## src/hdl/swisc_pkg.sv

```systemverilog
`default_nettype none
// ----------------------------------------------------------------------------
// swisc_pkg: shared types and constants for the idle server counter
// Field widths, register codes, shared-unit opcodes and inter-module structs.
// ----------------------------------------------------------------------------
package swisc_pkg;

	// fixed field widths
	localparam int SID_W  = 10;
	localparam int TAG_W  = 16;
	localparam int NOS_W  = 11;
	localparam int WIN_W  = 24;
	localparam int IDLE_W = 11;
	localparam int CFG_W  = 24;
	localparam int CFG_IDX_W = 1;

	// result beat: idle_servers, result_tag, overflow_seen
	localparam int OUT_BITS = IDLE_W + TAG_W + 1;
	localparam int OUT_W    = ((OUT_BITS + 7) / 8) * 8;

	// parameter defaults
	localparam int MAX_SERVERS_DEF = 1024;
	localparam int FIFO_DEPTH_DEF  = 1024;
	localparam int TIME_BITS_DEF   = 24;

	// register indexes
	localparam logic [CFG_IDX_W-1:0] REG_NUM_SERVERS = 1'b0;
	localparam logic [CFG_IDX_W-1:0] REG_WINDOW      = 1'b1;

	localparam logic [NOS_W-1:0] NOS_RST = 11'd1024;
	localparam logic [WIN_W-1:0] WIN_RST = 24'd10;

	// command codes
	localparam logic CMD_REQUEST = 1'b0;
	localparam logic CMD_QUERY   = 1'b1;

	typedef enum logic {
		ALU_ADD = 1'b0,
		ALU_SUB = 1'b1
	} alu_op_t;

	typedef struct packed {
		logic borrow;   // a < b on subtract
		logic zero;     // result is zero
	} alu_flags_t;

	typedef struct packed {
		logic push;
		logic pop;
		logic rd;       // read the head entry
	} fifo_ctl_t;

	typedef struct packed {
		logic full;
		logic empty;
	} fifo_stat_t;

endpackage

`default_nettype wire

```

## src/hdl/swisc_alu.sv

```systemverilog
`default_nettype none
// ----------------------------------------------------------------------------
// swisc_alu: shared add/subtract unit
// One adder used for time sums, expiry compares, count and total updates and the idle result.
// ----------------------------------------------------------------------------
module swisc_alu import swisc_pkg::*; #(
	parameter int AW = 25
) (
	input  wire logic [AW-1:0] a,
	input  wire logic [AW-1:0] b,
	input  wire alu_op_t       op,
	output logic [AW-1:0]      res,
	output alu_flags_t         flags
);

	logic [AW:0]   sum;
	logic [AW-1:0] b_eff;
	logic          sub;

	assign sub   = (op == ALU_SUB);
	assign b_eff = sub ? ~b : b;
	assign sum   = {1'b0, a} + {1'b0, b_eff} + {{AW{1'b0}}, sub};

	assign res          = sum[AW-1:0];
	assign flags.borrow = sub & ~sum[AW];
	assign flags.zero   = (sum[AW-1:0] == '0);

endmodule

`default_nettype wire

```

## config.mk

```make
export PLATFORM = sky130hd
export DESIGN_NAME = swisc_alu
export DESIGN_NICKNAME = d
export VERILOG_FILES = /design/src/hdl/swisc_pkg.sv /design/src/hdl/swisc_alu.sv
export SDC_FILE = /design/constraint.sdc
export NUM_CORES = 1
export LEC_CHECK = 0
export BUFFER_PORTS_ARGS = -buffer_cell sky130_fd_sc_hd__buf_2
export CAP_MARGIN = 20
export CORE_UTILIZATION = 36
export DETAILED_ROUTE_END_ITERATION = 12
export GPL_ROUTABILITY_DRIVEN = 0
export PLACE_DENSITY_LB_ADDON = 0.05
export RECOVER_POWER = 50
export SLEW_MARGIN = 10
export SYNTH_ARGS = -nofsm -noshare
export SYNTH_HDL_FRONTEND = slang
export SYNTH_SLANG_ARGS = --single-unit
export TNS_END_PERCENT = 20
```

## constraint.sdc

```tcl
create_clock -name vclk -period 3.35
set_input_delay 0 -clock vclk [all_inputs]
set_output_delay 0 -clock vclk [all_outputs]
set_load 0.005 [all_outputs]
```

==> impl_results.md, run 1 <==
* # IOs at 78
* Diode count at 0
* Die H at around 74 µm
* Final setup fails at 0
* Critical Path RT at approximately 3.4 ns
* Worst ir drop on vdd at between 0.15 and 0.2 mV
* Post-DP HPWL at 4740 µm
* Hold Path Origin: a[0]
* Worst slack, placed at between 0.07 and 0.08 ns
* Worst-Margin Slew at 0.497 ns
* GRT Util Overall at between 20 and 25%
* Fin nets at between 400 and 500
* Rows at 25
* Routed WL per cell at ~14 µm
* Fin. max-slew vios at 0
* Mean Syn Cell Area at approximately 7.2 µm²
* Crit end category: primary output
* Starting Density at between 30 and 40%
* Setup crit start kind: primary input
* Post-Synthesis Cells at between 200 and 300
* FMAX at between 0.3 and 0.4 GHz
* Max incr delay on CP at 0.47 ns
* Share of layout cells above drive strength 1 at 35.3%
* Clock buffer count at 0
* Via Count at around 2200
* First-pass GRT wire length at between 8000 and 9000 µm
* Post-route minimum period at 3.20 ns
* Final Hold Violating Endpoints at 0
* Register area at 0 µm²
* Initial antenna violation count at 0
* Iter 0 DRT Violations at around 230
* Worst Setup Slack, final at approximately 0.15 ns
* Post-synthesis sequential area ratio at 0%
* I/O Buffers at 78
* Crit path max fanout at 8
* FF+latch count at 0
* Top Family by Delay on Critical Path: compound AO/OA/AOI/OAI gates
* Number of global-route vias before repair at 1894
* Hold WC Path Type: primary input to primary output
* Vias per cell at between 5 and 6
* WP buf/inv at 2
* Worst slew margin at 66.9%
* PD cells at a little under 300 nW/µm²
* CTS Hold Buffers Added at 0
* Max cap viols at 0
* Hold depth at 3
* Final ANT Viol Nets at 0
* Status: complete, no violations
* Critical Path AT at 3.20 ns
* Worst path most repeated cell: nor4_2
* Largest net degree at the start of global routing at 20
* Die ar. at around 5500 µm²
* Total routed wirelength at about 5700 µm
* Pleak at around 1.3 nW
* Slowest-stage cell, CP: a2111o_1
* Total congestion overflow at 0
* Worst hold endpoint: res[0]
* Netlist cell types at 55
* Critical path, cell by cell: clkbuf_4 > xor2_1 > ha_1 > a2111o_1 > a221oi_4 > nor4_2 > or3_4 > a2111oi_4 > o2111ai_1 > or4_4 > nor4_2 > buf_2
* Synth warn at 0
* Synth-to-Final Area Change at 39.4%
* Final period util at a little over nine tenths
* DRT Pass-1 Iters at 4
* Die Width at around 74 µm
* Post-Syn Area at approximately 1900 µm²
* Post-Route Utilization at approximately 54%
* Residual DRC at 0
* Mapped Nets at 335
* CORE AREA at slightly below 5000 µm²
* Critical path type: primary input to primary output
[layout by cell type (no fill, tap or decap), types with 3 or more instances in the layout]
cell       count
o22ai_1        3
nand4_1        6
and2_1         3
buf_4         29
o21a_1         4
a21oi_1       18
inv_1         12
or2_2          3
xnor2_1        7
nand3_1        9
clkbuf_1       4
ha_1          24
o2111ai_1      3
xor2_1        28
nand2_1       14
and3_1         4
nand2b_1       4
a31oi_1        5
nor2_1        11
a21o_1        11
or3_1          4
o21bai_1       3
a211oi_1       3
nor3_1         5
buf_2         72
o21ai_0       12
[cell usage after synthesis, types with 5 or more instances]
master    instances  share of area [%]
nor3_1            5                1.3
nand2_1          14                2.8
o21ai_0          12                3.2
xnor2_1           7                3.3
ha_1             25                 17
a31oi_1           5                1.7
a21oi_1          20                5.4
nand3_1           9                2.4
nand4_1           6                2.0
or3_1             5                1.7
clkbuf_1         11                2.2
nor2_1           11                2.2
inv_1            12                2.4
xor2_1           28                 13
a21o_1           11                4.4
[cell type report]
cell class | instances | area [µm²]
inverter | 12 | 45.0
multi-input combinational | 233 | 1840
fill | 497 | 2250
tap | 67 | 83.8
timing repair buffer | 109 | 631
[how the worst max path moves through the flow]
stage	startpoint	to	slack, ns	cells after the start
3_3_place_gp	op	flags[0]	0.12	12
4_1_cts	op	flags[0]	0.05	12
2_1_floorplan	op	flags[0]	0.06	12
5_1_grt	op	flags[0]	-0.01	12
3_5_place_dp	op	flags[0]	0.08	12
6_report	op	flags[0]	0.15	12
[power by group]
group          internal, mW  switching, mW  total [mW]
Combinational         0.353          0.412       0.765
Clock                     0              0           0
Sequential                0              0           0
[cells by family (layout without fill, tap and decap cells)]
logic type | count (synthesis) | after routing | share of synthesized area [%]
multiplexers | 4 | 4 | 2.48
AO/OA/AOI/OAI | 89 | 89 | 34.4
buffers and inverters | 25 | 121 | 5.50
XOR/XNOR | 35 | 35 | 16.4
adder cells (fa/ha/maj) | 26 | 26 | 17.8
AND/OR/NAND/NOR | 79 | 79 | 23.3
[stage by stage]
stage          power, mW  std cells  instance area, µm²  hold slack (ns)   TNS, ns
2_1_floorplan      0.447        258                1870           0.0730         0
6_report           0.765        421                2600            0.314         0
3_5_place_dp       0.722        417                2500            0.304         0
3_3_place_gp       0.727        417                2500            0.305         0
4_1_cts            0.727        417                2500            0.305         0
5_1_grt            0.848        421                2600            0.344  -0.00991
[what timing repair did]
action	in CTS	in global routing
hold endpoints to repair	0	0
buffers inserted	0	4
gates resized for setup	0	14
setup endpoints to repair	0	1
[metal layers]
| layer | GRT usage [%] | vias up | share of wire, % |
|---|---|---|---|
| met5 | 0 | - | 0 |
| met4 | 0 | 0 | 0.14 |
| met3 | 0.678 | 2 | 4.7 |
| met2 | 29.1 | 69 | 41 |
| li1 | - | 1191 | - |
| met1 | 33.8 | 982 | 54 |
No activity file was read; power rests on OpenSTA's default activity.
==> inputs of run 2 (changes only) <==
--- a/config.mk
+++ b/config.mk
@@ -10,7 +10,7 @@
 export CORE_UTILIZATION = 36
 export DETAILED_ROUTE_END_ITERATION = 12
 export GPL_ROUTABILITY_DRIVEN = 0
-export PLACE_DENSITY_LB_ADDON = 0.05
+export PLACE_DENSITY = 0.67
 export RECOVER_POWER = 50
 export SLEW_MARGIN = 10
 export SYNTH_ARGS = -nofsm -noshare
==> run 2 against run 1 <==
  * Sequential cell count unchanged
  * First-iteration DRC count decreased by 48%
  * Global-route usage decreased by 0.82 points
  * Largest power group unchanged
  * Critical path depth unchanged
==> impl_results.md, run 2 (synthesized netlist as in run 1, its figures left out) <==
* Status: complete, no violations
* Largest net degree at the start of global routing at 14
* Final period util at a little over nine tenths
* Final Total Pwr at around 730 µW
* Worst slew margin at a little under 70%
* Pleak at approximately 1.2 nW
* Multi-input gate area at 1840 µm²
* Crit path max fanout at 9
* Filler cells at 476
* I/O Buffers at between 70 and 80
* Final setup fails at 0
* Fin nets at approximately 420
* Routed WL per cell at approximately 14 µm
* RSZ-0062 raised after global routing: no
* Post-DP HPWL at roughly 4700 µm
* Starting Density at about 38%
* Clock buffer count at 0
* Final ANT Viol Nets at 0
* FMAX at approximately 0.31 GHz
* Highest-count cells in the layout ignoring fill and taps: buf_2, xor2_1, ha_1
* GRT Util Overall at just under 20%
* Die Width at 74.0 µm
* Max cap viols at 0
* CTS Hold Buffers Added at 0
* Total routed wirelength at 5610 µm
* # IOs at 78
* Final Hold Violating Endpoints at 0
* Resized cells post-CTS at 0
* Setup crit start kind: primary input
* Number of global-route vias before repair at roughly 1900
* Diode count at 0
* Critical Path RT at 3.35 ns
* Rows at 25
* Iter 0 DRT Violations at between 100 and 150
* Vias per cell at between 5 and 6
* Worst-Margin Slew at 0.482 ns
* Residual DRC at 0
* Die ar. at around 5500 µm²
* Critical path type: primary input to primary output
* Worst ir drop on vdd at approximately 0.14 mV
* Post-route minimum period at 3.20 ns
* Register area at 0 µm²
* Hold WS at between 0.3 and 0.4 ns
* Via Count at around 2300
* Setup TNS at 0 ns
* Share of layout cells above drive strength 1 at 33.0%
* Die H at about 74 µm
* DRT Pass-1 Iters at 4
* Commonest non-fill, non-tap cell in the layout: buf_2
* Hold Path Origin: a[0]
* Hold WC Path Type: primary input to primary output
* Final std cells w/o fill at slightly above 400
* Total congestion overflow at 0
* PD cells at approximately 290 nW/µm²
* Critical Path AT at roughly 3.2 ns
* FF+latch count at 0
* Fin. max-slew vios at 0
* Crit end category: primary output
* First-pass GRT wire length at about 8600 µm
* Hold depth at 3
* Worst hold endpoint: res[0]
* # placed instances at about 410
* Synth-to-Final Area Change at 34.7%
* Initial antenna violation count at 0
* CORE AREA at 4850 µm²
* Setup bufs post-CTS at 0
-- run 2: through the flow --
step / cell area (µm²) / utilization, % / setup slack, ns
finish: 2510 / 51.8 / 0.154
global route: 2510 / 51.8 / 0.0263
detailed placement: 2420 / 50.0 / 0.0455
floorplan: 1870 / - / 0.0561
CTS: 2420 / 50.0 / 0.0272
global placement: 2420 / 50.0 / 0.0948
-- run 2: critical path, cell delays in order --
cell,delay (ns)
buf_4,0.16
xor2_1,0.18
ha_1,0.30
a2111o_1,0.48
a221oi_4,0.28
nor4_2,0.07
or3_4,0.39
a2111oi_4,0.37
o2111ai_2,0.17
or4_4,0.44
nor4_2,0.20
buf_2,0.15
-- run 2: routing by layer --
layer / track usage, % / wire length [µm] / up-vias / part of all wire [%]
met3: 1.08 / 262 / 2 / 4.7
met2: 30.4 / 2560 / 72 / 46
met1: 29.5 / 2770 / 1041 / 49
li1: - / - / 1153 / -
met4: 1.50 / 14 / 0 / 0.25
met5: 0 / 0 / - / 0
-- run 2: how the worst max path moves through the flow --
| stage | to | depth (start not counted) | from | slack [ns] |
|---|---|---|---|---|
| after detailed placement | flags[0] | 12 | op | 0.05 |
| after floorplan | flags[0] | 12 | op | 0.06 |
| after global routing | flags[0] | 12 | op | 0.03 |
| final | flags[0] | 12 | op | 0.15 |
| after global placement | flags[0] | 13 | op | 0.09 |
| after CTS | flags[0] | 12 | op | 0.03 |
-- run 2: final cells by class --
class	count	share of cell area (%)
well taps	67	3.34
inverters	12	1.79
multi-input cells	233	73.3
repair buffers	97	21.6
-- run 2: power by group --
part           switching, mW  internal [mW]  leakage [nW]  total [mW]
clock                      0              0             0           0
sequential                 0              0             0           0
combinational          0.404          0.328          1.23       0.731
==> inputs of run 3 (changes only) <==
--- a/config.mk
+++ b/config.mk
@@ -7,10 +7,12 @@
 export LEC_CHECK = 0
 export BUFFER_PORTS_ARGS = -buffer_cell sky130_fd_sc_hd__buf_2
 export CAP_MARGIN = 20
-export CORE_UTILIZATION = 36
+export CELL_PAD_IN_SITES_DETAIL_PLACEMENT = 1
+export CELL_PAD_IN_SITES_GLOBAL_PLACEMENT = 2
+export CORE_UTILIZATION = 24
 export DETAILED_ROUTE_END_ITERATION = 12
 export GPL_ROUTABILITY_DRIVEN = 0
-export PLACE_DENSITY = 0.67
+export PLACE_DENSITY = 0.82
 export RECOVER_POWER = 50
 export SLEW_MARGIN = 10
 export SYNTH_ARGS = -nofsm -noshare
==> run 3 against run 2 <==
  * Sequential share of layout area is the same
  * First-iteration DRC count shrank 42%
  * Global-route usage shrank 2.9 points
  * Critical path type unchanged
  * Critical endpoint unchanged
  * Highest routed layer is now met3
==> impl_results.md, run 3 (synthesized netlist as in run 1, its figures left out) <==
* Highest-count cells in the layout ignoring fill and taps: buf_2, xor2_1, ha_1, buf_4, a21oi_1
* Post-Route Utilization at 34.8%
* Total routed wirelength at around 6800 µm
* Status: complete, no violations
* Residual DRC at 0
* Largest net degree at the start of global routing at 12
* Rows at 31
* Combinational Power Share at 100.0%
* PD cells at 294 nW/µm²
* # IOs at about 80
* Via Count at about 2300
* Sequential share of power at 0%
* Slowest-stage cell, CP: or4_4
* CORE AREA at 7370 µm²
* CTS Hold Buffers Added at 0
* Die H at roughly 90 µm
* Critical path, cell by cell: buf_6 > xor2_1 > ha_1 > a2111o_1 > a221oi_4 > buf_6 > o31ai_2 > xor2_1 > a2111oi_2 > o2111ai_1 > or4_4 > nor4_4 > buf_2
* Setup TNS at 0 ns
* Post-DP HPWL at between 6000 and 7000 µm
* Routed WL per cell at approximately 15 µm
* Register area at 0 µm²
* Fin. max-slew vios at 0
* DR top layer: met3
* GRT Util Overall at about 16%
* Final std cells w/o fill at between 400 and 500
* Iter 0 DRT Violations at a little under 70
* First-pass GRT wire length at ~11000 µm
* Initial antenna violation count at 0
* Die Width at 90.2 µm
* RSZ-0062 raised after global routing: no
* Critical path type: primary input to primary output
* Commonest non-fill, non-tap cell in the layout: buf_2
* Max cap viols at 0
* Critical Path AT at about 3.2 ns
* FF+latch count at 0
* Metal2 WL at 3260 µm
* Worst ir drop on vdd at about 0.12 mV
* Worst-Margin Slew at ~0.52 ns
* Crit end category: primary output
* Share of layout cells above drive strength 1 at 32.6%
* Critical Path RT at between 3 and 4 ns
* Pleak at around 1.3 nW
* FMAX at 0.316 GHz
* Cell Int Power at ~340 µW
* Final period util at between 90% and 100%
* Clock buffer count at 0
* Net switching power at approximately 420 µW
* Hold WC Path Type: primary input to primary output
* # placed instances at ~450
* Max incr delay on CP at 0.55 ns
* Synth-to-Final Area Change at 37.4%
* Diode count at 0
* Clk pwr share at 0%
* Met1 WL at around 3400 µm
* Total congestion overflow at 0
* Sw Share at 55.2%
* Number of global-route vias before repair at approximately 2400
* Final Hold Violating Endpoints at 0
* Post-route minimum period at approximately 3.2 ns
* Met3 wire len at approximately 170 µm
* WP buf/inv at 3
* DRT Pass-1 Iters at 4
* Die ar. at approximately 8000 µm²
* Worst slew margin at between 60% and 70%
* Filler cells at 956
* Vias per cell at 5.14
* Starting Density at between 20% and 30%
* Top Family by Delay on Critical Path: compound AO/OA/AOI/OAI gates
* I/O Buffers at 78
* Final ANT Viol Nets at 0
* Final setup fails at 0
* Crit path max fanout at 9
* Fin nets at roughly 430
* Setup crit start kind: primary input
run 3: changes by cell type in the layout (fill, tap and decap cells not counted), moves of 2 or more:
| cell | previous run | this run |
|---|---|---|
| a211oi_2 | 2 | 0 |
| a211oi_1 | 2 | 4 |
| buf_6 | 1 | 3 |
| buf_4 | 18 | 25 |
| a2111oi_4 | 2 | 0 |
| a2111oi_2 | 0 | 2 |
| nor4_2 | 2 | 0 |
run 3: worst paths after layout:
check	start	to	slack, ns	depth (start not counted)
worst min-delay path	a[0]	res[0]	0.30	3
worst max-delay path	op	flags[0]	0.18	13
run 3: power by group through the flow:
| stage | Sequential (mW) | Clock, mW | Combinational (mW) |
|---|---|---|---|
| 4_1_cts | 0 | 0 | 0.745 |
| 3_5_place_dp | 0 | 0 | 0.741 |
| 5_1_grt | 0 | 0 | 0.835 |
| 6_report | 0 | 0 | 0.752 |
| 2_1_floorplan | 0 | 0 | 0.447 |
| 3_3_place_gp | 0 | 0 | 0.728 |
run 3: final cells by class:
type / count / area, µm² / area share, %
Multi-Input combinational cell: 233 / 1790 / 69.9
Timing Repair Buffer: 105 / 602 / 23.5
Tap cell: 99 / 124 / 4.83
Inverter: 12 / 45.0 / 1.76
run 3: metrics by stage:
stage	total power [mW]	setup WS (ns)	hold WS, ns	area [µm²]
global route	0.835	0.0136	0.326	2560
finish	0.752	0.181	0.297	2560
floorplan	0.447	0.0561	0.0730	1870
global placement	0.728	0.0787	0.320	2520
CTS	0.745	0.0518	0.323	2520
detailed placement	0.741	0.0700	0.321	2520
run 3: repair_timing:
item	4_1_cts	5_1_grt
endpoints found under the setup margin	0	1
buffers inserted	0	1
resized for setup	0	11
run 3: per-layer routing:
| layer | up-vias | global-route usage, % |
|---|---|---|
| li1 | 1171 | - |
| met1 | 1102 | 23.1 |
| met2 | 36 | 29.0 |
| met3 | 0 | 0.592 |
| met4 | 0 | 0 |
| met5 | - | 0 |
